==> src/rtl/skf_pkg.sv <==
// shared types and constants for the scalar kalman temperature filter
// no dependencies; used by skf_gain_mac and scalar_kalman_temperature_filter
`default_nettype none

package skf_pkg;

  // converter resolution and the byte-padded input bus width
  localparam int ADC_BITS  = 12;
  localparam int S_TDATA_W = ((ADC_BITS + 7) / 8) * 8;

  // field widths
  localparam int TEMP_W   = 17;
  localparam int COV_W    = 24;
  localparam int GAIN_W   = 17;
  localparam int FRAC_W   = 16;
  localparam int DEN_W    = COV_W + 1;
  localparam int REM_W    = COV_W + 2;
  localparam int DIFF_W   = TEMP_W + 1;
  localparam int ACCX_W   = GAIN_W + DIFF_W;
  localparam int ACCP_W   = FRAC_W + COV_W;
  localparam int XSUM_W   = ACCX_W - FRAC_W;
  localparam int PROD_W   = ADC_BITS + TEMP_W;
  localparam int CNT_W    = $clog2(GAIN_W);
  localparam int M_TDATA_W = ((2 * TEMP_W + 7) / 8) * 8;

  // 3.3 / 2^ADC_BITS * 100 * 256, applied as multiply then shift
  localparam logic [PROD_W-1:0] TEMP_SCALE = PROD_W'(84480);
  localparam logic [TEMP_W-1:0] TEMP_MAX   = {TEMP_W{1'b1}};
  localparam logic [TEMP_W-1:0] Z_MAX      =
    TEMP_W'(((2 ** ADC_BITS - 1) * 84480) / (2 ** ADC_BITS));
  localparam logic [COV_W-1:0]  COV_MAX    = {COV_W{1'b1}};
  localparam logic [GAIN_W-1:0] GAIN_ONE   = GAIN_W'(65536);

  // register reset values
  localparam logic [COV_W-1:0] Q_RESET = COV_W'(1311);
  localparam logic [COV_W-1:0] R_RESET = COV_W'(6554);
  localparam logic [COV_W-1:0] P_RESET = COV_W'(65536);

  // configuration register indexes
  localparam int CFG_IDX_W = 1;
  localparam logic [CFG_IDX_W-1:0] REG_PROCESS_NOISE     = CFG_IDX_W'(0);
  localparam logic [CFG_IDX_W-1:0] REG_MEASUREMENT_NOISE = CFG_IDX_W'(1);

  typedef enum logic [1:0] {
    ST_IDLE,
    ST_PREP,
    ST_RUN,
    ST_FINISH
  } state_t;

  // status of the serial gain unit
  typedef struct packed {
    logic              done;
    logic [GAIN_W-1:0] gain;
  } mac_stat_t;

endpackage

`default_nettype wire

==> src/rtl/skf_gain_mac.sv <==
// serial gain divider fused with the two update multiply-accumulates
// depends on skf_pkg
`default_nettype none

module skf_gain_mac (
  input  logic                                clk,
  input  logic                                rst,
  input  logic                                start,
  input  logic [skf_pkg::COV_W-1:0]           p_pred,
  input  logic [skf_pkg::DEN_W-1:0]           den,
  input  logic signed [skf_pkg::DIFF_W-1:0]   diff,
  output skf_pkg::mac_stat_t                  stat,
  output logic signed [skf_pkg::ACCX_W-1:0]   acc_x,
  output logic [skf_pkg::ACCP_W-1:0]          acc_p
);

  logic                                busy;
  logic                                done;
  logic [skf_pkg::CNT_W-1:0]           cnt;
  logic [skf_pkg::REM_W-1:0]           rem;
  logic [skf_pkg::DEN_W-1:0]           den_r;
  logic                                den_nz;
  logic [skf_pkg::COV_W-1:0]           p_r;
  logic signed [skf_pkg::DIFF_W-1:0]   diff_r;
  logic [skf_pkg::GAIN_W-1:0]          gain;

  logic                                q_bit;
  logic [skf_pkg::REM_W-1:0]           rem_red;
  logic [skf_pkg::REM_W-1:0]           rem_next;
  logic signed [skf_pkg::ACCX_W-1:0]   addend_x;
  logic [skf_pkg::ACCP_W-1:0]          addend_p;

  // restoring division, quotient msb first; each quotient bit also
  // steers one shift-add step of gain*diff and gain*p
  always_comb begin
    q_bit    = den_nz && (rem >= {1'b0, den_r});
    rem_red  = q_bit ? (rem - {1'b0, den_r}) : rem;
    rem_next = {rem_red[skf_pkg::REM_W-2:0], 1'b0};
    addend_x = q_bit ? skf_pkg::ACCX_W'(diff_r) : '0;
    addend_p = q_bit ? skf_pkg::ACCP_W'(p_r) : '0;
  end

  always_ff @(posedge clk) begin
    if (rst) begin
      busy <= 1'b0;
      done <= 1'b0;
    end else begin
      done <= 1'b0;
      if (start) begin
        busy <= 1'b1;
      end else if (busy && cnt == '0) begin
        busy <= 1'b0;
        done <= 1'b1;
      end
    end
  end

  always_ff @(posedge clk) begin
    if (start) begin
      cnt    <= skf_pkg::CNT_W'(skf_pkg::GAIN_W - 1);
      rem    <= skf_pkg::REM_W'(p_pred);
      den_r  <= den;
      den_nz <= (den != '0);
      p_r    <= p_pred;
      diff_r <= diff;
      gain   <= '0;
      acc_x  <= '0;
      acc_p  <= '0;
    end else if (busy) begin
      cnt   <= cnt - 1'b1;
      rem   <= rem_next;
      gain  <= {gain[skf_pkg::GAIN_W-2:0], q_bit};
      acc_x <= (acc_x <<< 1) + addend_x;
      acc_p <= (acc_p << 1) + addend_p;
    end
  end

  assign stat.done = done;
  assign stat.gain = gain;

endmodule

`default_nettype wire

==> src/rtl/scalar_kalman_temperature_filter.sv <==
// top level of the scalar kalman temperature filter
// depends on skf_pkg and skf_gain_mac
`default_nettype none

// Takes one raw converter reading per transaction, scales it to 1/256
// degree Celsius and runs a one-dimensional Kalman filter on it (predict
// P+Q saturating, gain K=P/(P+R) in Q1.16, estimate X+K*(z-X), covariance
// (1-K)*P). Each input transaction yields exactly one output transaction
// with the measured and the filtered temperature. From acceptance to the
// result: scaling and predict are registered at the accepting edge, then
// the PREP state loads the divisor and difference into the serial unit,
// the bit-serial gain divider runs (which also drives the two shift-add
// multiplies), the RUN state sees its done flag and the FINISH state hands
// the result over while the state is updated. With a free output register
// the next item is accepted in the following cycle. The next item is
// accepted as soon as the core is idle, even while the previous result
// still waits in the output register. Configuration writes (Q at index 0,
// R at index 1) belong to idle periods; R must not be zero.

module scalar_kalman_temperature_filter (
  input  logic                              clk,
  input  logic                              rst,
  // configuration write port
  input  logic                              cfg_we,
  input  logic [skf_pkg::CFG_IDX_W-1:0]     cfg_index,
  input  logic [skf_pkg::COV_W-1:0]         cfg_data,
  // input stream
  input  logic                              s_axis_tvalid,
  output logic                              s_axis_tready,
  input  logic [skf_pkg::S_TDATA_W-1:0]     s_axis_tdata,   // raw_sample
  // output stream
  output logic                              m_axis_tvalid,
  input  logic                              m_axis_tready,
  output logic [skf_pkg::M_TDATA_W-1:0]     m_axis_tdata    // measured_temp, filtered_temp
);

  skf_pkg::state_t                      state;
  skf_pkg::state_t                      state_next;

  // configuration and filter state
  logic [skf_pkg::COV_W-1:0]            process_noise;
  logic [skf_pkg::COV_W-1:0]            measurement_noise;
  logic [skf_pkg::TEMP_W-1:0]           estimate;
  logic [skf_pkg::COV_W-1:0]            error_covariance;

  // per-item working registers
  logic [skf_pkg::TEMP_W-1:0]           meas;
  logic [skf_pkg::COV_W-1:0]            p_pred;

  // output register
  logic                                 out_valid;
  logic [skf_pkg::TEMP_W-1:0]           out_meas;
  logic [skf_pkg::TEMP_W-1:0]           out_filt;

  logic                                 s_accept;
  logic                                 mac_start;
  logic                                 fin;
  logic [skf_pkg::PROD_W-1:0]           z_prod;
  logic [skf_pkg::COV_W:0]              p_sum;
  logic [skf_pkg::COV_W-1:0]            p_sat;
  logic [skf_pkg::DEN_W-1:0]            den;
  logic signed [skf_pkg::DIFF_W-1:0]    diff;
  logic signed [skf_pkg::XSUM_W-1:0]    x_sum;
  logic [skf_pkg::TEMP_W-1:0]           x_new;
  logic [skf_pkg::ACCP_W-1:0]           p_rest;
  logic [skf_pkg::COV_W-1:0]            cov_new;

  skf_pkg::mac_stat_t                   mac_stat;
  logic signed [skf_pkg::ACCX_W-1:0]    acc_x;
  logic [skf_pkg::ACCP_W-1:0]           acc_p;

  assign s_axis_tready = (state == skf_pkg::ST_IDLE);
  assign s_accept      = s_axis_tvalid && s_axis_tready;

  // measurement scaling: z = floor(raw * 84480 / 2^ADC_BITS)
  assign z_prod = skf_pkg::PROD_W'(s_axis_tdata[skf_pkg::ADC_BITS-1:0])
                  * skf_pkg::TEMP_SCALE;

  // predict with saturation at the covariance maximum
  assign p_sum = {1'b0, error_covariance} + {1'b0, process_noise};
  assign p_sat = p_sum[skf_pkg::COV_W] ? skf_pkg::COV_MAX : p_sum[skf_pkg::COV_W-1:0];

  // divisor and innovation for the serial unit
  assign den  = {1'b0, p_pred} + {1'b0, measurement_noise};
  assign diff = $signed({1'b0, meas}) - $signed({1'b0, estimate});

  // estimate update: floor shift of k*diff, clamped to the temperature range
  assign x_sum = $signed({2'b00, estimate})
                 + $signed(acc_x[skf_pkg::ACCX_W-1:skf_pkg::FRAC_W]);
  always_comb begin
    if (x_sum < 0) begin
      x_new = '0;
    end else if (x_sum[skf_pkg::XSUM_W-2:skf_pkg::TEMP_W] != '0) begin
      x_new = skf_pkg::TEMP_MAX;
    end else begin
      x_new = x_sum[skf_pkg::TEMP_W-1:0];
    end
  end

  // (1-k)*p = p*2^16 - k*p
  assign p_rest  = {p_pred, {skf_pkg::FRAC_W{1'b0}}} - acc_p;
  assign cov_new = p_rest[skf_pkg::ACCP_W-1:skf_pkg::FRAC_W];

  skf_gain_mac u_gain_mac (
    .clk    (clk),
    .rst    (rst),
    .start  (mac_start),
    .p_pred (p_pred),
    .den    (den),
    .diff   (diff),
    .stat   (mac_stat),
    .acc_x  (acc_x),
    .acc_p  (acc_p)
  );

  // sequencer
  always_ff @(posedge clk) begin
    if (rst) begin
      state <= skf_pkg::ST_IDLE;
    end else begin
      state <= state_next;
    end
  end

  always_comb begin
    state_next = state;
    mac_start  = 1'b0;
    fin        = 1'b0;
    case (state)
      skf_pkg::ST_IDLE: begin
        if (s_accept) begin
          state_next = skf_pkg::ST_PREP;
        end
      end
      skf_pkg::ST_PREP: begin
        mac_start  = 1'b1;
        state_next = skf_pkg::ST_RUN;
      end
      skf_pkg::ST_RUN: begin
        if (mac_stat.done) begin
          state_next = skf_pkg::ST_FINISH;
        end
      end
      skf_pkg::ST_FINISH: begin
        // wait here only while an older result still occupies the output
        if (!out_valid || m_axis_tready) begin
          fin        = 1'b1;
          state_next = skf_pkg::ST_IDLE;
        end
      end
      default: begin
        state_next = skf_pkg::ST_IDLE;
      end
    endcase
  end

  // configuration registers
  always_ff @(posedge clk) begin
    if (rst) begin
      process_noise     <= skf_pkg::Q_RESET;
      measurement_noise <= skf_pkg::R_RESET;
    end else if (cfg_we) begin
      case (cfg_index)
        skf_pkg::REG_PROCESS_NOISE:     process_noise     <= cfg_data;
        skf_pkg::REG_MEASUREMENT_NOISE: measurement_noise <= cfg_data;
        default: begin
        end
      endcase
    end
  end

  // filter state, committed when the result is handed over
  always_ff @(posedge clk) begin
    if (rst) begin
      estimate         <= '0;
      error_covariance <= skf_pkg::P_RESET;
    end else if (fin) begin
      estimate         <= x_new;
      error_covariance <= cov_new;
    end
  end

  // per-item working registers
  always_ff @(posedge clk) begin
    if (s_accept) begin
      meas   <= z_prod[skf_pkg::ADC_BITS +: skf_pkg::TEMP_W];
      p_pred <= p_sat;
    end
  end

  // output register
  always_ff @(posedge clk) begin
    if (rst) begin
      out_valid <= 1'b0;
    end else if (fin) begin
      out_valid <= 1'b1;
    end else if (m_axis_tready) begin
      out_valid <= 1'b0;
    end
  end

  always_ff @(posedge clk) begin
    if (fin) begin
      out_meas <= meas;
      out_filt <= x_new;
    end
  end

  assign m_axis_tvalid = out_valid;
  assign m_axis_tdata  = {{(skf_pkg::M_TDATA_W - 2 * skf_pkg::TEMP_W){1'b0}},
                          out_filt, out_meas};

  // the measured temperature never leaves the scaled converter range
  a_meas_range: assert property (@(posedge clk) disable iff (rst)
    m_axis_tvalid |-> out_meas <= skf_pkg::Z_MAX)
    else $error("measured temperature out of range");

  // the gain from the divider never exceeds one
  a_gain_max: assert property (@(posedge clk) disable iff (rst)
    mac_stat.done |-> mac_stat.gain <= skf_pkg::GAIN_ONE)
    else $error("kalman gain above one");

  // the updated covariance never exceeds the predicted one
  a_cov_shrinks: assert property (@(posedge clk) disable iff (rst)
    fin |=> error_covariance <= $past(p_pred))
    else $error("covariance grew in update");

  // the new estimate lies between the old estimate and the measurement
  a_est_between: assert property (@(posedge clk) disable iff (rst)
    fin |=> ((estimate >= $past(estimate) && estimate <= $past(meas)) ||
             (estimate <= $past(estimate) && estimate >= $past(meas))))
    else $error("estimate left the innovation interval");

endmodule

`default_nettype wire

==> config.mk <==
export PLATFORM = sky130hd
export DESIGN_NAME = scalar_kalman_temperature_filter
export DESIGN_NICKNAME = d
export VERILOG_FILES = /design/src/rtl/skf_pkg.sv /design/src/rtl/skf_gain_mac.sv /design/src/rtl/scalar_kalman_temperature_filter.sv
export SDC_FILE = /design/constraint.sdc
export NUM_CORES = 1
export LEC_CHECK = 0
export BUFFER_PORTS_ARGS = -buffer_cell sky130_fd_sc_hd__buf_2
export CELL_PAD_IN_SITES_DETAIL_PLACEMENT = 0
export CELL_PAD_IN_SITES_GLOBAL_PLACEMENT = 1
export CORE_AREA = 3 3 221 223
export CTS_CLUSTER_SIZE = 16
export DETAILED_ROUTE_END_ITERATION = 10
export DIE_AREA = 0 0 224 226
export GPL_TIMING_DRIVEN = 0
export PLACE_DENSITY_LB_ADDON = 0.1
export RECOVER_POWER = 100
export SLEW_MARGIN = 20
export SYNTH_ARGS = -nofsm -noshare
export SYNTH_HDL_FRONTEND = slang
export SYNTH_SLANG_ARGS = --single-unit
==> constraint.sdc <==
create_clock -name clk -period 15.8 [get_ports clk]
set_input_delay 1.58 -clock clk [delete_from_list [all_inputs] [get_ports clk]]
set_output_delay 1.58 -clock clk [all_outputs]
set_load 0.03 [all_outputs]
======== Yosys cells after proc, flatten, opt, wreduce, memory -nomap -nowiden ========
Index checks and enable logic that the tools add are counted.
word-level totals
  flip-flop bits (word level) ............. 343
  output and inout bits ................... 42
  logic and storage cells ................. 74
cells by class
  add/subtract/negate cells ............... 9
  $mul .................................... 1
  $lt $le $gt $ge ......................... 2
  equal/unequal tests ..................... 6
  muxes and demuxes ....................... 19
  bitwise gates (word level) .............. 1
  reduce and logical (&&, ||, !) cells .... 15
operators with widths
  kind                                                                           count
  24-bit 2-to-1 mux                                                              3
  24-bit by 24-bit adder with 25-bit output                                      2
  40-bit adder                                                                   1
  40-bit subtractor                                                              1
  35-bit adder                                                                   1
  35-bit 2-to-1 mux                                                              1
  17-bit 2-to-1 mux                                                              2
  26-bit by 25-bit greater-or-equal comparator with 1-bit output                 1
  25-bit 2-to-1 mux                                                              1
  25-bit nonzero test                                                            1
  25-bit subtractor                                                              1
  12-bit by 8-bit multiplier with 20-bit output, second input constant           1
  18-bit by 19-bit adder with 19-bit output                                      1
  19-bit by 1-bit less-than comparator with 1-bit output, second input constant  1
  17-bit by 17-bit subtractor with 18-bit output                                 1
  1-bit 2-to-1 mux                                                               8
  2-bit case mux with 4 select lines                                             1
  2-bit 2-to-1 mux                                                               3
  2-bit nonzero test                                                             3
  5-bit zero test                                                                1
  5-bit by 1-bit subtractor with 5-bit output, second input constant             1
  2-bit == test, second input constant                                           2
  2-bit by 1-bit != test with 1-bit output, second input constant                2
  2-bit AND reduction                                                            2
  9 further kinds                                                                11

======== Depth between registers and ports, before layout ========
Gate-level depths: netlist of run 1.
  depth after elaboration ................. 5
  depth in mapped cells ................... 28

======== By module ========
Synthesis of run 1 repeated with hierarchy kept, for this count alone.
unflattened totals
  cells, all modules ...................... 2551
  area, all modules ....................... 23339.9 µm²
by module, submodules not included
  module                            times used  cells each  area each (µm²)  seq. area each (µm²)
  scalar_kalman_temperature_filter  1           1343        12029.0          4093.9
  skf_gain_mac                      1           1208        11310.8          4784.6

======== Worst setup path after synthesis of run 1 ========
OpenSTA, ideal clock, no wires.
  path kind ............................... flip-flop to flip-flop
  start ................................... register u_gain_mac.den_r[0] in the netlist's numbering
  end ..................................... register u_gain_mac.acc_x[27] in the netlist's numbering
  setup time .............................. 0.117 ns
  arrival time ............................ 5.384 ns
  slack ................................... 10.298 ns
  stages on the path, launching flop included .. 26
  buffers on the path ..................... 3
  clock period less this slack ............ 5.502 ns
  cell sequence ........................... edfxtp_1 -> ha_1 -> fa_1 -> nor2b_1 -> o21ai_2 -> a21boi_2 -> o31ai_4 -> a21oi_2 -> o21ai_0 -> a21boi_1 -> buf_2 -> clkbuf_1 -> and2_1 -> ha_1 -> inv_1 -> fa_1 -> nor2b_1 -> o2111a_1 -> a211oi_1 -> a211oi_1 -> o311ai_0 -> nor2b_1 -> buf_2 -> or4_1 -> a21o_1 -> a32o_1
on the way
  cells in the longest elaborated chain, start to end .. 4
RTL lines
  element                                                         line                RTL
  start, declared                                                 skf_gain_mac.sv:21  logic [skf_pkg::DEN_W-1:0] den_r;
  start signal, assigned                                          skf_gain_mac.sv:62  den_r <= den;
  26-bit by 25-bit greater-or-equal comparator with 1-bit output  skf_gain_mac.sv:36  q_bit = den_nz && (rem >= {1'b0, den_r});
  1-bit logical AND                                               skf_gain_mac.sv:36
  35-bit 2-to-1 mux                                               skf_gain_mac.sv:39  addend_x = q_bit ? skf_pkg::ACCX_W'(diff_r) : '0;
  35-bit adder                                                    skf_gain_mac.sv:73  acc_x <= (acc_x <<< 1) + addend_x;
  end signal, assigned                                            skf_gain_mac.sv:73
  end, declared                                                   skf_gain_mac.sv:13  output logic signed [skf_pkg::ACCX_W-1:0] acc_x,
No other way between the ends.
A chain may end at the register's enable or synchronous reset.

======== Worst setup path after layout of run 1 ========
  start ................................... register u_gain_mac.den_r[0] in the netlist's numbering
  end ..................................... register u_gain_mac.acc_p[27] in the netlist's numbering
on the way
  cells in the longest elaborated chain, start to end .. 4
RTL lines
  element                                                         line                RTL
  26-bit by 25-bit greater-or-equal comparator with 1-bit output  skf_gain_mac.sv:36
  1-bit logical AND                                               skf_gain_mac.sv:36
  24-bit 2-to-1 mux                                               skf_gain_mac.sv:40  addend_p = q_bit ? skf_pkg::ACCP_W'(p_r) : '0;
  40-bit adder                                                    skf_gain_mac.sv:74  acc_p <= (acc_p << 1) + addend_p;
  end signal, assigned                                            skf_gain_mac.sv:74
  end, declared                                                   skf_gain_mac.sv:14  output logic [skf_pkg::ACCP_W-1:0] acc_p
No other way between the ends.

==> metrics.yaml, run 1 <==
outcome:
  status: "complete, but fails checks"
  violations: "capacitance limit, slew limit"
synthesis:
  avgSynthCellArea_sq_um: 9.14
  synth_compound_area_frac: 0.170
  syn_inst: 2453
  synth-seq-cells: 343
  synth_cell_types: 87
  ys_warn_count: 0
  yosys.area_share.adder: 0.146
  synth_simple_gate_area_share: 0.164
  netlist_area_sq_mm: 0.0224
  synth.area.mux_share: 0.0252
  synthArstFlopShare: 0
  synthXorXnorAreaFrac: 0.0668
  synth-main-ff-cell: "dfxtp_1"
  synth_edf_count: 167
  synth_top_family_by_area: "compound AO/OA/AOI/OAI gates"
  ys_seq_area_frac: 0.381
cts:
  cts_tree: "yes"
  clock_latency_ns: 0.56
  clkTransAtPathRegs_ns: 0.06
  clock_sinks: 343
  cts-root-buf: "clkbuf_16"
  ctsResizeCount: 0
  cts-hold-fix-buffers: 0
  post_cts_buffers: 0
  h-tree-depth: 2
  numCtsBuffers: 40
  max-clock-path-buffers: 3
pwr:
  intPower_mw: 2.90
  p_seq_frac: 0.301
  leakage_nw: 10.2
  pwr-share-clk: 0.180
  powerDensity_mw_per_mm2: 204
  pwr-share-comb: 0.519
  ir_drop_uv: 166
  p_switching_mw: 2.15
  switching_share: 0.426
global_routing:
  track_usage: 0.239
  grt_max_degree: 55
  grt_pass1_wl_um: 95000
  grt_pass1_vias: 17200
  grt-ovfl-total: 0
  antenna_found_initial: 1
final_layout:
  nets: 2876
  drive_gt1_frac: 0.0483
  final_area_sq_mm: 0.0247
  syn2layout_area_growth_pct: 10.4
  fillCellCount: 4389
  fin_util: 0.529
sta:
  fmax_mhz: 117
  skew_ns: 0.0194
  maxSlewHeadroom: -1.02
  finalMaxSlewViolations: 109
  setup_viol: 0
  rsz0062_at_grt: "false"
  fin_setup_tns_ns: 0
  worst-slew-pin-transition_ns: 3.03
  fin_crit_ns: 8.52
  hold_viol: 0
  fin_ws_ns: 7.28
  min_period_over_period: 0.540
  holdWs_ns: 0.446
place:
  portBuffers: 77
  place.detailed.hpwl_um: 47900
  gp_congestion: 0.886
  place_ws_ns: 8.69
  dpl-instance-area_sq_mm: 0.0237
floorplanning:
  ioPinCount: 88
  die_x_um: 224
  die_y_um: 226
  row_count: 79
  die-area_sq_mm: 0.0506
  start_util: 0.479
  fp.coreArea_sq_mm: 0.0468
setup_path:
  cp_max_fo: 10
  crit_buf_inv: 3
  cp-start-kind: "flop"
  cp_top_family: "compound AO/OA/AOI/OAI gates"
  cp.required_ns: 16.26
  max_stage_delay_ns: 0.94
  critPathSlowestCell: "a21boi_0"
  arrival_ns: 8.98
  crit_top_cell: "o21ai_0"
  crit_type: "flop to flop"
  cp-end-kind: "flop"
job:
  maxCapViolations: 4
detailed_routing:
  drt_iter0_markers: 1327
  via_per_inst: 5.57
  route.detailed.drc: 0
  vias: 17900
  wl_per_cell_um: 18.9
  first_pass_iters: 6
  ant_nets: 0
  routed_wl_um: 60900
hold_path:
  hp-class: "flop to flop"
Yosys cell counts (all sizes together) (14+ instances only):
cell	instances	area, sq um
ha	228	2850
edfxtp	167	5010
o21bai	18	135
mux2i	52	521
a31oi	15	93.8
a21oi	165	837
a211oi	35	263
nor2b	41	257
inv	192	721
nand3	38	190
and2	51	319
o21a	32	240
nand3b	19	143
xnor2	134	1170
o22ai	28	175
a21o	46	347
dfxtp	176	3520
or3	19	119
fa	21	420
nor2	191	717
buf	22	115
nor3	37	185
o21ai	132	668
clkbuf	56	210
nand2b	30	188
nand2	276	1040
nor4	14	93.8
xor2	37	324
o31ai	15	131
kinds of logic (layout without fill, tap and decap cells):
| kind of cell | after synthesis | after routing |
|---|---|---|
| xor+xnor | 171 | 171 |
| mux | 56 | 56 |
| buf+inv | 270 | 423 |
| fa+ha+maj | 249 | 249 |
| other cells | 1 | 7 |
| compound gates | 588 | 588 |
| flops | 343 | 343 |
| simple gates | 775 | 775 |
power by group through the flow:
stage | Clock, mW | Sequential [mW] | Combinational (mW)
final | 0.908 | 1.52 | 2.62
after global routing | 0.964 | 1.55 | 2.95
after CTS | 0.931 | 1.51 | 2.67
after detailed placement | 0 | 1.53 | 2.65
after global placement | 0 | 1.54 | 2.58
after floorplan | 0 | 1.45 | 2.02
worst reg2reg max path, cell delays in order (launching register included):
cell and delay (ns):
edfxtp_1 0.38, ha_1 0.24, fa_1 0.42, nor2b_1 0.12, o21ai_0 0.10, a21boi_0 0.31
o31ai_1 0.22, a21oi_1 0.50, o21ai_0 0.17, a21boi_0 0.94, clkbuf_1 0.81, clkbuf_1 0.48
and2_0 0.20, ha_1 0.16, inv_1 0.05, fa_1 0.40, nor2b_1 0.13, o21a_1 0.13
o21ai_0 0.11, a21oi_1 0.24, o21bai_1 0.13, a211oi_1 0.42, o311ai_0 0.60, a2111oi_0 0.77
xnor2_1 0.16, a211oi_1 0.24
sequential cells by signal, indices dropped and copies added, names as in the netlist, 17 cells and up:
register           flops
u_gain_mac.den_r      25
u_gain_mac.acc_p      40
u_gain_mac.p_r        24
process_noise         24
u_gain_mac.diff_r     18
estimate              17
out_meas              17
u_gain_mac.acc_x      35
measurement_noise     24
p_pred                24
out_filt              17
meas                  17
u_gain_mac.rem        26
error_covariance      24
final timing paths:
check / from / end / slack (ns) / cells after the start
worst min register to register: meas[2]$_DFFE_PP_ / out_meas[2]$_DFFE_PP_ / 0.45 / 0
worst max-delay path: u_gain_mac.den_r[0]$_DFFE_PP_ / u_gain_mac.acc_p[27]$_SDFFE_PP0P_ / 7.28 / 25
worst min-delay path: meas[2]$_DFFE_PP_ / out_meas[2]$_DFFE_PP_ / 0.45 / 0
worst max register to register: u_gain_mac.den_r[0]$_DFFE_PP_ / u_gain_mac.acc_p[27]$_SDFFE_PP0P_ / 7.28 / 25
cells in the final DEF (no fill, tap or decap), types with 30 or more instances in the layout:
| master | count |
|---|---|
| a211oi_1 | 35 |
| a21o_1 | 45 |
| a21oi_1 | 165 |
| and2_1 | 43 |
| buf_2 | 37 |
| clkbuf_1 | 122 |
| clkbuf_16 | 41 |
| dfxtp_1 | 176 |
| edfxtp_1 | 167 |
| ha_1 | 228 |
| inv_1 | 192 |
| mux2i_1 | 52 |
| nand2_1 | 276 |
| nand2b_1 | 30 |
| nand3_1 | 38 |
| nor2_1 | 191 |
| nor2b_1 | 41 |
| nor3_1 | 37 |
| o21a_1 | 32 |
| o21ai_0 | 129 |
| xnor2_1 | 134 |
| xor2_1 | 37 |
per-layer routing:
metal / routed length (um) / up-vias / global-route usage / part of all wire
met1: 30500 / 8508 / 0.356 / 0.50
met3: 3020 / 92 / 0.0331 / 0.050
li1: - / 8963 / - / -
met5: 0 / - / 0 / 0
met4: 1560 / 0 / 0.0726 / 0.026
met2: 25900 / 371 / 0.360 / 0.42
area by class of cell:
cell class | instances | area (sq um) | area share
timing repair buffer | 81 | 347 | 0.0140
inverter | 192 | 721 | 0.0291
clock buffer | 53 | 1100 | 0.0445
clock inverter | 19 | 174 | 0.00703
multi-input combinational | 1845 | 12800 | 0.517
antenna | 1 | 2.50 | 0.000101
buffer | 78 | 319 | 0.0129
tap | 607 | 759 | 0.0307
sequential | 343 | 8540 | 0.345
through the flow:
step,power [mW],instances
final,5.06,3219
after global routing,5.47,3218
after CTS,5.12,3218
after detailed placement,4.18,3146
after global placement,4.11,3142
after floorplan,3.47,2458
No activity file was read; power rests on OpenSTA's default activity.
==> run 2, diff against run 1 <==
--- a/config.mk
+++ b/config.mk
@@ -5,13 +5,14 @@
 export SDC_FILE = /design/constraint.sdc
 export NUM_CORES = 1
 export LEC_CHECK = 0
+export ABC_AREA = 1
 export BUFFER_PORTS_ARGS = -buffer_cell sky130_fd_sc_hd__buf_2
 export CELL_PAD_IN_SITES_DETAIL_PLACEMENT = 0
 export CELL_PAD_IN_SITES_GLOBAL_PLACEMENT = 1
-export CORE_AREA = 3 3 221 223
+export CORE_AREA = 3 3 238 240
 export CTS_CLUSTER_SIZE = 16
 export DETAILED_ROUTE_END_ITERATION = 10
-export DIE_AREA = 0 0 224 226
+export DIE_AREA = 0 0 241 243
 export GPL_TIMING_DRIVEN = 0
 export PLACE_DENSITY_LB_ADDON = 0.1
 export RECOVER_POWER = 100
==> constraint.sdc (replaced) <==
create_clock -name clk -period 7.8 [get_ports clk]
set_input_delay 0.78 -clock clk [delete_from_list [all_inputs] [get_ports clk]]
set_output_delay 0.78 -clock clk [all_outputs]
set_load 0.03 [all_outputs]
==> run 2 against run 1 <==
  * The run still ends with capacitance limit, slew limit left
  * Routed wire length increased by 22%
  * Clock skew increased by 0.00065 ns
  * Sequential share of layout area decreased by 1.8 points
  * Sequential power increased by 110%
  * Non-clock buffer count decreased by 2
  * Hold slack got worse by 0.0043 ns
  * Setup slack got worse by 6.2 ns
  * Final area increased by 5.4%
  * Register-to-register slack got worse by 6.2 ns
  * Combinational power increased by 130%
  * Cell count increased by 22%
  * Largest cell class unchanged
==> metrics.yaml, run 2 <==
synthesis:
  syn_inst: 3066  # was 2,453
  synthArstFlopShare: 0  # unchanged
  avgSynthCellArea_sq_um: 7.66  # was 9.14 sq um
  synth_common_cells: "nand2_1 (594), inv_1 (462), nor2_1 (288)"  # was nand2_1 (276), ha_1 (228), inv_1 (192)
  synth-seq-cells: 343  # unchanged
  synth_top_area_frac: 0.213  # was 0.224
  synth_cell_types: 54  # was 87
  synth_most_common_cell: "nand2_1"  # unchanged
  synthTopCellsByArea: "edfxtp_1 (21%), dfxtp_1 (15%), ha_1 (12%)"  # was edfxtp_1 (22%), dfxtp_1 (16%), ha_1 (13%)
  ys_warn_count: 0  # unchanged
  synth-main-ff-cell: "dfxtp_1"  # unchanged
  yosys.area.top_type: "edfxtp_1"  # unchanged
  synth_edf_count: 167  # unchanged
  ys_seq_area_frac: 0.363  # was 0.381
  netlist_area_sq_mm: 0.0235  # was 0.0224 sq mm
final_layout:
  fillCellCount: 5582  # was 4,389
  multi_input_area_sq_mm: 0.0129  # was 0.0128 sq mm
  syn2layout_area_growth_pct: 11.0  # was 10.4%
  reg.largest.list: "u_gain_mac.acc_p (40), u_gain_mac.acc_x (35), u_gain_mac.rem (26)"  # unchanged
  final_area_sq_mm: 0.0261  # was 0.0247 sq mm
  nets: 3491  # was 2,876
  regMostFlops: "u_gain_mac.acc_p"  # unchanged
  largest_reg_flops: 40  # unchanged
  antenna_cells: 0  # was 1
  drive_gt1_frac: 0.0514  # was 0.0483
  seq_area_sq_mm: 0.00854  # unchanged
  layout_commonest_cell: "nand2_1"  # unchanged
  final_cell_mix: "nand2_1 (595), inv_1 (463), nor2_1 (288), o21ai_0 (276), a21oi_1 (241)"  # was nand2_1 (276), ha_1 (228), inv_1 (192), nor2_1 (191), dfxtp_1 (176)
detailed_routing:
  route.detailed.drc: 0  # unchanged
  vias: 20900  # was 17,900
  drt_iter0_markers: 1616  # was 1,327
  via_per_inst: 5.32  # was 5.57
  wl_per_cell_um: 18.9  # about the same
  ant_nets: 0  # unchanged
  first_pass_iters: 5  # was 6
  routed_wl_um: 74300  # was 60,900 um
pwr:
  ir_drop_uv: 177  # was 166 uV
  powerDensity_mw_per_mm2: 426  # was 204 mW/mm^2
  leakage_nw: 12.0  # was 10.2 nW
cts:
  post_cts_buffers: 0  # unchanged
  ctsResizeCount: 0  # unchanged
  cts-root-buf: "clkbuf_16"  # unchanged
  numCtsBuffers: 42  # was 40
  clock_sinks: 343  # unchanged
  clock_latency_ns: 0.57  # was 0.56 ns
  cts_tree: "yes"  # unchanged
  clkTransAtPathRegs_ns: 0.06  # about the same
  max-clock-path-buffers: 3  # unchanged
  cts-hold-fix-buffers: 0  # unchanged
  h-tree-depth: 2  # unchanged
outcome:
  status: "complete, but fails checks"  # unchanged
  violations: "capacitance limit, slew limit"  # unchanged
sta:
  skew_ns: 0.0201  # was 0.0194 ns
  min_period_over_period: 0.866  # was 0.540
  fin_crit_ns: 6.76  # was 8.52 ns
  fin_setup_tns_ns: 0  # unchanged
  hold_viol: 0  # unchanged
  finalMaxSlewViolations: 87  # was 109
  fmax_mhz: 148  # was 117 MHz
  setup_viol: 0  # unchanged
  maxSlewHeadroom: -1.07  # was -1.02
  rsz0062_at_grt: "false"  # unchanged
  worst-slew-pin-transition_ns: 3.10  # was 3.03 ns
  holdWs_ns: 0.442  # was 0.446 ns
setup_path:
  crit_top_cell: "nand2_1"  # was o21ai_0
  reg2reg_depth: 25  # unchanged
  max_stage_delay_ns: 0.51  # was 0.94 ns
  r2r-end: "u_gain_mac.acc_x[25]$_SDFFE_PP0P_"  # was u_gain_mac.acc_p[27]$_SDFFE_PP0P_
  r2r-start: "u_gain_mac.den_r[0]$_DFFE_PP_"  # unchanged
  cp.required_ns: 8.20  # was 16.26 ns
  arrival_ns: 7.16  # was 8.98 ns
  r2r_setup_slack_ns: 1.04  # was 7.28 ns
  cp-end-kind: "flop"  # unchanged
  crit_type: "flop to flop"  # unchanged
  cp-start-kind: "flop"  # unchanged
  critPathSlowestCell: "clkbuf_1"  # was a21boi_0
  cp_max_fo: 10  # unchanged
floorplanning:
  ioPinCount: 88  # unchanged
  die_y_um: 243  # was 226 um
  start_util: 0.428  # was 0.479
  row_count: 86  # was 79
  die-area_sq_mm: 0.0586  # was 0.0506 sq mm
  die_x_um: 241  # was 224 um
  fp.coreArea_sq_mm: 0.0549  # was 0.0468 sq mm
global_routing:
  grt_pass1_vias: 20000  # was 17,200
  antenna_found_initial: 1  # unchanged
  busiest_layer: "met1"  # was met2
  grt_max_degree: 53  # was 55
  grt_pass1_wl_um: 115000  # was 95,000 um
  grt-ovfl-total: 0  # unchanged
  use_met1: 0.386  # was 0.356
  gr-usage-met3: 0.0518  # was 0.0331
  grt.met2_usage: 0.369  # was 0.360
  track_usage: 0.254  # was 0.239
hold_path:
  min_from: "cfg_data[3]"  # was meas[2]$_DFFE_PP_
  min_path_cells: 3  # was 0
  hp-class: "input pin to flop"  # was flop to flop
  hold_end: "measurement_noise[3]$_SDFFE_PP1P_"  # was out_meas[2]$_DFFE_PP_
job:
  maxCapViolations: 2  # was 4
place:
  place.detailed.hpwl_um: 58500  # was 47,900 um
  portBuffers: 77  # unchanged
  dpl-instance-area_sq_mm: 0.0249  # was 0.0237 sq mm
  gp_congestion: 0.983  # was 0.886
## run 2: cells by family (layout without fill, tap and decap cells)
group	after synthesis	count (layout)	share of synthesized area
compound gates	665	665	0.157
xor+xnor	117	117	0.0436
fa+ha+maj	249	249	0.139
buf+inv	543	701	0.0889
flops	343	343	0.363
other cells	1	6	0.000160
simple gates	1148	1148	0.208
## run 2: where the power goes
part	leakage [nW]	switching (mW)	internal, mW
clock	0.650	0.790	1.14
sequential	3.00	0.542	2.69
combinational	8.37	3.97	1.98
total	12.0	5.30	5.81
## run 2: stage by stage
stage / power [mW] / cells / util / setup slack, ns
after floorplan: 7.32 / 3071 / - / 3.18
after global placement: 9.06 / 3852 / 0.452 / 1.46
after detailed placement: 9.14 / 3856 / 0.454 / 1.45
after CTS: 11.1 / 3933 / 0.478 / 1.39
after global routing: 12.1 / 3933 / 0.475 / 0.386
final: 11.1 / 3933 / 0.475 / 1.04
## run 2: how the worst max path moves through the flow
stage | start | to | slack [ns] | cells after the start
floorplan | u_gain_mac.den_r[0]$_DFFE_PP_ | u_gain_mac.acc_p[39]$_SDFFE_PP0P_ | 3.18 | 27
global placement | u_gain_mac.den_r[0]$_DFFE_PP_ | u_gain_mac.acc_p[31]$_SDFFE_PP0P_ | 1.46 | 27
detailed placement | u_gain_mac.den_r[0]$_DFFE_PP_ | u_gain_mac.acc_p[39]$_SDFFE_PP0P_ | 1.45 | 27
CTS | u_gain_mac.rem[0]$_SDFFCE_PN0P_ | u_gain_mac.acc_p[39]$_SDFFE_PP0P_ | 1.39 | 28
global route | u_gain_mac.rem[9]$_DFFE_PP_ | u_gain_mac.acc_x[25]$_SDFFE_PP0P_ | 0.39 | 26
finish | u_gain_mac.den_r[0]$_DFFE_PP_ | u_gain_mac.acc_x[25]$_SDFFE_PP0P_ | 1.04 | 25
## run 2: final cells by class
| class | count | area share |
|---|---|---|
| timing repair buffer | 81 | 0.0134 |
| buffer | 76 | 0.0126 |
| sequential | 343 | 0.327 |
| multi-input combinational | 2185 | 0.494 |
| inverter | 467 | 0.0672 |
| clock inverter | 15 | 0.00494 |
| tap | 704 | 0.0338 |
| clock buffer | 62 | 0.0464 |
## run 2: per-layer routing
metal,part of all wire,vias to the layer above
li1,-,10500
met1,0.50,9738
met2,0.41,589
met3,0.074,80
met4,0.020,0
met5,0,-
## run 2: critical path, delay by kind of cell (launching register included)
kind / cells / cell delay [ns]
compound gates: 8 / 2.02
fa+ha+maj: 3 / 1.09
buf+inv: 5 / 1.46
flops: 1 / 0.37
simple gates: 9 / 1.63
==> run 3, diff against run 2 <==
--- a/config.mk
+++ b/config.mk
@@ -14,8 +14,9 @@
 export DETAILED_ROUTE_END_ITERATION = 10
 export DIE_AREA = 0 0 241 243
 export GPL_TIMING_DRIVEN = 0
-export PLACE_DENSITY_LB_ADDON = 0.1
+export PLACE_DENSITY = 0.74
 export RECOVER_POWER = 100
+export SKIP_CTS_REPAIR_TIMING = 1
 export SLEW_MARGIN = 20
 export SYNTH_ARGS = -nofsm -noshare
 export SYNTH_HDL_FRONTEND = slang
==> run 3 against run 2 <==
  * The flow still finishes with violations (capacitance limit, slew limit)
  * Fmax is 0.71% lower
  * Clock skew rose by 0.0027 ns
  * Setup slack got worse by 0.048 ns
  * Register-to-register slack worse by 0.05 ns
  * Sequential share of layout area decreased by 0.071 points
  * Via count about the same
  * Non-clock buffer count did not move
  * Utilization is 0.10 points higher
  * First-iteration DRC count rose by 0.25%
  * Critical path type unchanged
==> metrics.yaml, run 3 (same netlist as run 2, synthesis figures left out) <==
setup_path:
  cp.required_ns: 8.23  # was 8.20 ns
  crit_type: "flop to flop"  # unchanged
  r2r_setup_slack_ns: 1.0  # was 1.04 ns
  cp_max_fo: 10  # unchanged
  crit_buf_inv: 5  # unchanged
  cp-end-kind: "flop"  # unchanged
  cp-start-kind: "flop"  # unchanged
  max_stage_delay_ns: 0.47  # was 0.51 ns
  crit_top_cell: "nand2_1"  # unchanged
  cp_top_family: "simple AND/OR/NAND/NOR gates"  # was compound AO/OA/AOI/OAI gates
  critPathSlowestCell: "o21ai_0"  # was clkbuf_1
  arrival_ns: 7.24  # was 7.16 ns
sta:
  fin_crit_ns: 6.80  # was 6.76 ns
  min_period_over_period: 0.872  # was 0.866
  fin_setup_tns_ns: 0  # unchanged
  skew_ns: 0.0228  # was 0.0201 ns
  maxSlewHeadroom: -1.00  # was -1.07
  hold_viol: 0  # unchanged
  worst-slew-pin-transition_ns: 3.00  # was 3.10 ns
  fmax_mhz: 147  # was 148 MHz
  setup_viol: 0  # unchanged
  rsz0062_at_grt: "false"  # unchanged
  fin_ws_ns: 0.996  # was 1.04 ns
  finalMaxSlewViolations: 115  # was 87
cts:
  clock_latency_ns: 0.58  # was 0.57 ns
  numCtsBuffers: 43  # was 42
  clock_sinks: 343  # unchanged
  max-clock-path-buffers: 3  # unchanged
  clkTransAtPathRegs_ns: 0.06  # about the same
  h-tree-depth: 2  # unchanged
  cts_tree: "yes"  # unchanged
  cts-root-buf: "clkbuf_16"  # unchanged
job:
  maxCapViolations: 3  # was 2
pwr:
  p_switching_mw: 5.35  # was 5.30 mW
  pwr-share-comb: 0.535  # about the same
  ir_drop_uv: 188  # was 177 uV
  fin_total_pwr_mw: 11.2  # was 11.1 mW
  p_seq_frac: 0.286  # was 0.291
  powerDensity_mw_per_mm2: 429  # was 426 mW/mm^2
  leakage_nw: 12.0  # about the same
  pwr-share-clk: 0.179  # was 0.174
  intPower_mw: 5.86  # was 5.81 mW
  switching_share: 0.477  # about the same
place:
  dpl-instance-area_sq_mm: 0.0249  # about the same
  place_inst: 3856  # unchanged
  place_ws_ns: 1.39  # was 1.45 ns
  gp_congestion: 0.976  # was 0.983
  place.detailed.hpwl_um: 57700  # was 58,500 um
  portBuffers: 77  # unchanged
final_layout:
  final_cell_mix: "nand2_1 (594), inv_1 (463), nor2_1 (288), o21ai_0 (276), a21oi_1 (241)"  # was nand2_1 (595), inv_1 (463), nor2_1 (288), o21ai_0 (276), a21oi_1 (241)
  final_area_sq_mm: 0.0261  # about the same
  regMostFlops: "u_gain_mac.acc_p"  # unchanged
  antenna_cells: 0  # unchanged
  multi_input_area_sq_mm: 0.0129  # about the same
  reg.largest.list: "u_gain_mac.acc_p (40), u_gain_mac.acc_x (35), u_gain_mac.rem (26)"  # unchanged
  nets: 3492  # was 3,491
  drive_gt1_frac: 0.0536  # was 0.0514
  largest_reg_flops: 40  # unchanged
  layout_commonest_cell: "nand2_1"  # unchanged
  syn2layout_area_growth_pct: 11.2  # was 11.0%
  fillCellCount: 5597  # was 5,582
  seq_area_sq_mm: 0.00854  # unchanged
  layout.cells.non_filler: 3933  # unchanged
detailed_routing:
  wl_per_cell_um: 18.7  # was 18.9 um
  vias: 20900  # about the same
  first_pass_iters: 5  # unchanged
  route.detailed.drc: 0  # unchanged
  routed_wl_um: 73600  # was 74,300 um
  ant_nets: 0  # unchanged
  drt_iter0_markers: 1620  # was 1,616
  via_per_inst: 5.32  # about the same
floorplanning:
  die_y_um: 243  # unchanged
  die_x_um: 241  # unchanged
  fp.coreArea_sq_mm: 0.0549  # unchanged
  ioPinCount: 88  # unchanged
  row_count: 86  # unchanged
  die-area_sq_mm: 0.0586  # unchanged
  start_util: 0.428  # unchanged
hold_path:
  hp-class: "input pin to flop"  # unchanged
global_routing:
  track_usage: 0.250  # was 0.254
  grt_pass1_wl_um: 113000  # was 115,000 um
  antenna_found_initial: 1  # unchanged
  grt-ovfl-total: 0  # unchanged
  grt_pass1_vias: 19700  # was 20,000
  grt_max_degree: 53  # unchanged
outcome:
  violations: "capacitance limit, slew limit"  # unchanged
  status: "complete, but fails checks"  # unchanged
run 3: cell count changes in the layout (fill, tap and decap cells not counted):
cell and change:
buf_1 -1, buf_2 -1, bufinv_16 +3, clkbuf_1 -4, clkbuf_16 -1, clkbuf_8 -4
clkinv_1 -1, clkinv_2 +1, clkinv_4 +2, clkinvlp_4 +3, inv_6 +3, nand2_1 -1
nand2_2 +1
run 3: worst register-to-register path: cells and delay by family, from the launching register on:
kind / cells / cell delay [ns]
buffers and inverters: 5 / 1.50
AOI/OAI and AO/OA: 6 / 1.43
adders and majority gates: 3 / 1.13
DFF: 1 / 0.38
and+or+nand+nor: 12 / 2.22
run 3: path summary, 6_finish.rpt:
check,start,to,cells after the start
min reg2reg,meas[11]$_DFFE_PP_,out_meas[11]$_DFFE_PP_,0
max,u_gain_mac.den_r[0]$_DFFE_PP_,u_gain_mac.acc_p[39]$_SDFFE_PP0P_,26
min,cfg_data[7],measurement_noise[7]$_SDFFE_PP1P_,3
max reg2reg,u_gain_mac.den_r[0]$_DFFE_PP_,u_gain_mac.acc_p[39]$_SDFFE_PP0P_,26
run 3: power by group through the flow:
stage	Clock [mW]	Sequential (mW)	Combinational, mW
floorplan	0	3.00	4.32
global placement	0	3.22	5.86
detailed placement	0	3.21	5.96
CTS	2.06	3.18	6.00
global route	2.12	3.25	6.76
finish	2.01	3.20	6.00
run 3: cell type report:
class | count | share of cell area
multi-input combinational | 2185 | 0.493
clock inverter | 26 | 0.0110
timing repair buffer | 81 | 0.0133
clock buffer | 51 | 0.0423
inverter | 467 | 0.0671
buffer | 76 | 0.0126
tap | 704 | 0.0337
sequential | 343 | 0.327
run 3: metrics by stage:
step	utilization	hold WS, ns
global placement	0.452	0.442
floorplan	-	0.426
finish	0.476	0.438
detailed placement	0.453	0.448
global route	0.476	0.431
CTS	0.479	0.404
run 3: per-layer routing:
layer / wire length [um] / vias up / GRT usage / part of all wire
met4: 2040 / 2 / 0.0680 / 0.028
met5: 9 / - / 0 / 0.00012
met2: 29500 / 537 / 0.356 / 0.40
met3: 5030 / 103 / 0.0552 / 0.068
met1: 37000 / 9764 / 0.377 / 0.50
li1: - / 10500 / - / -
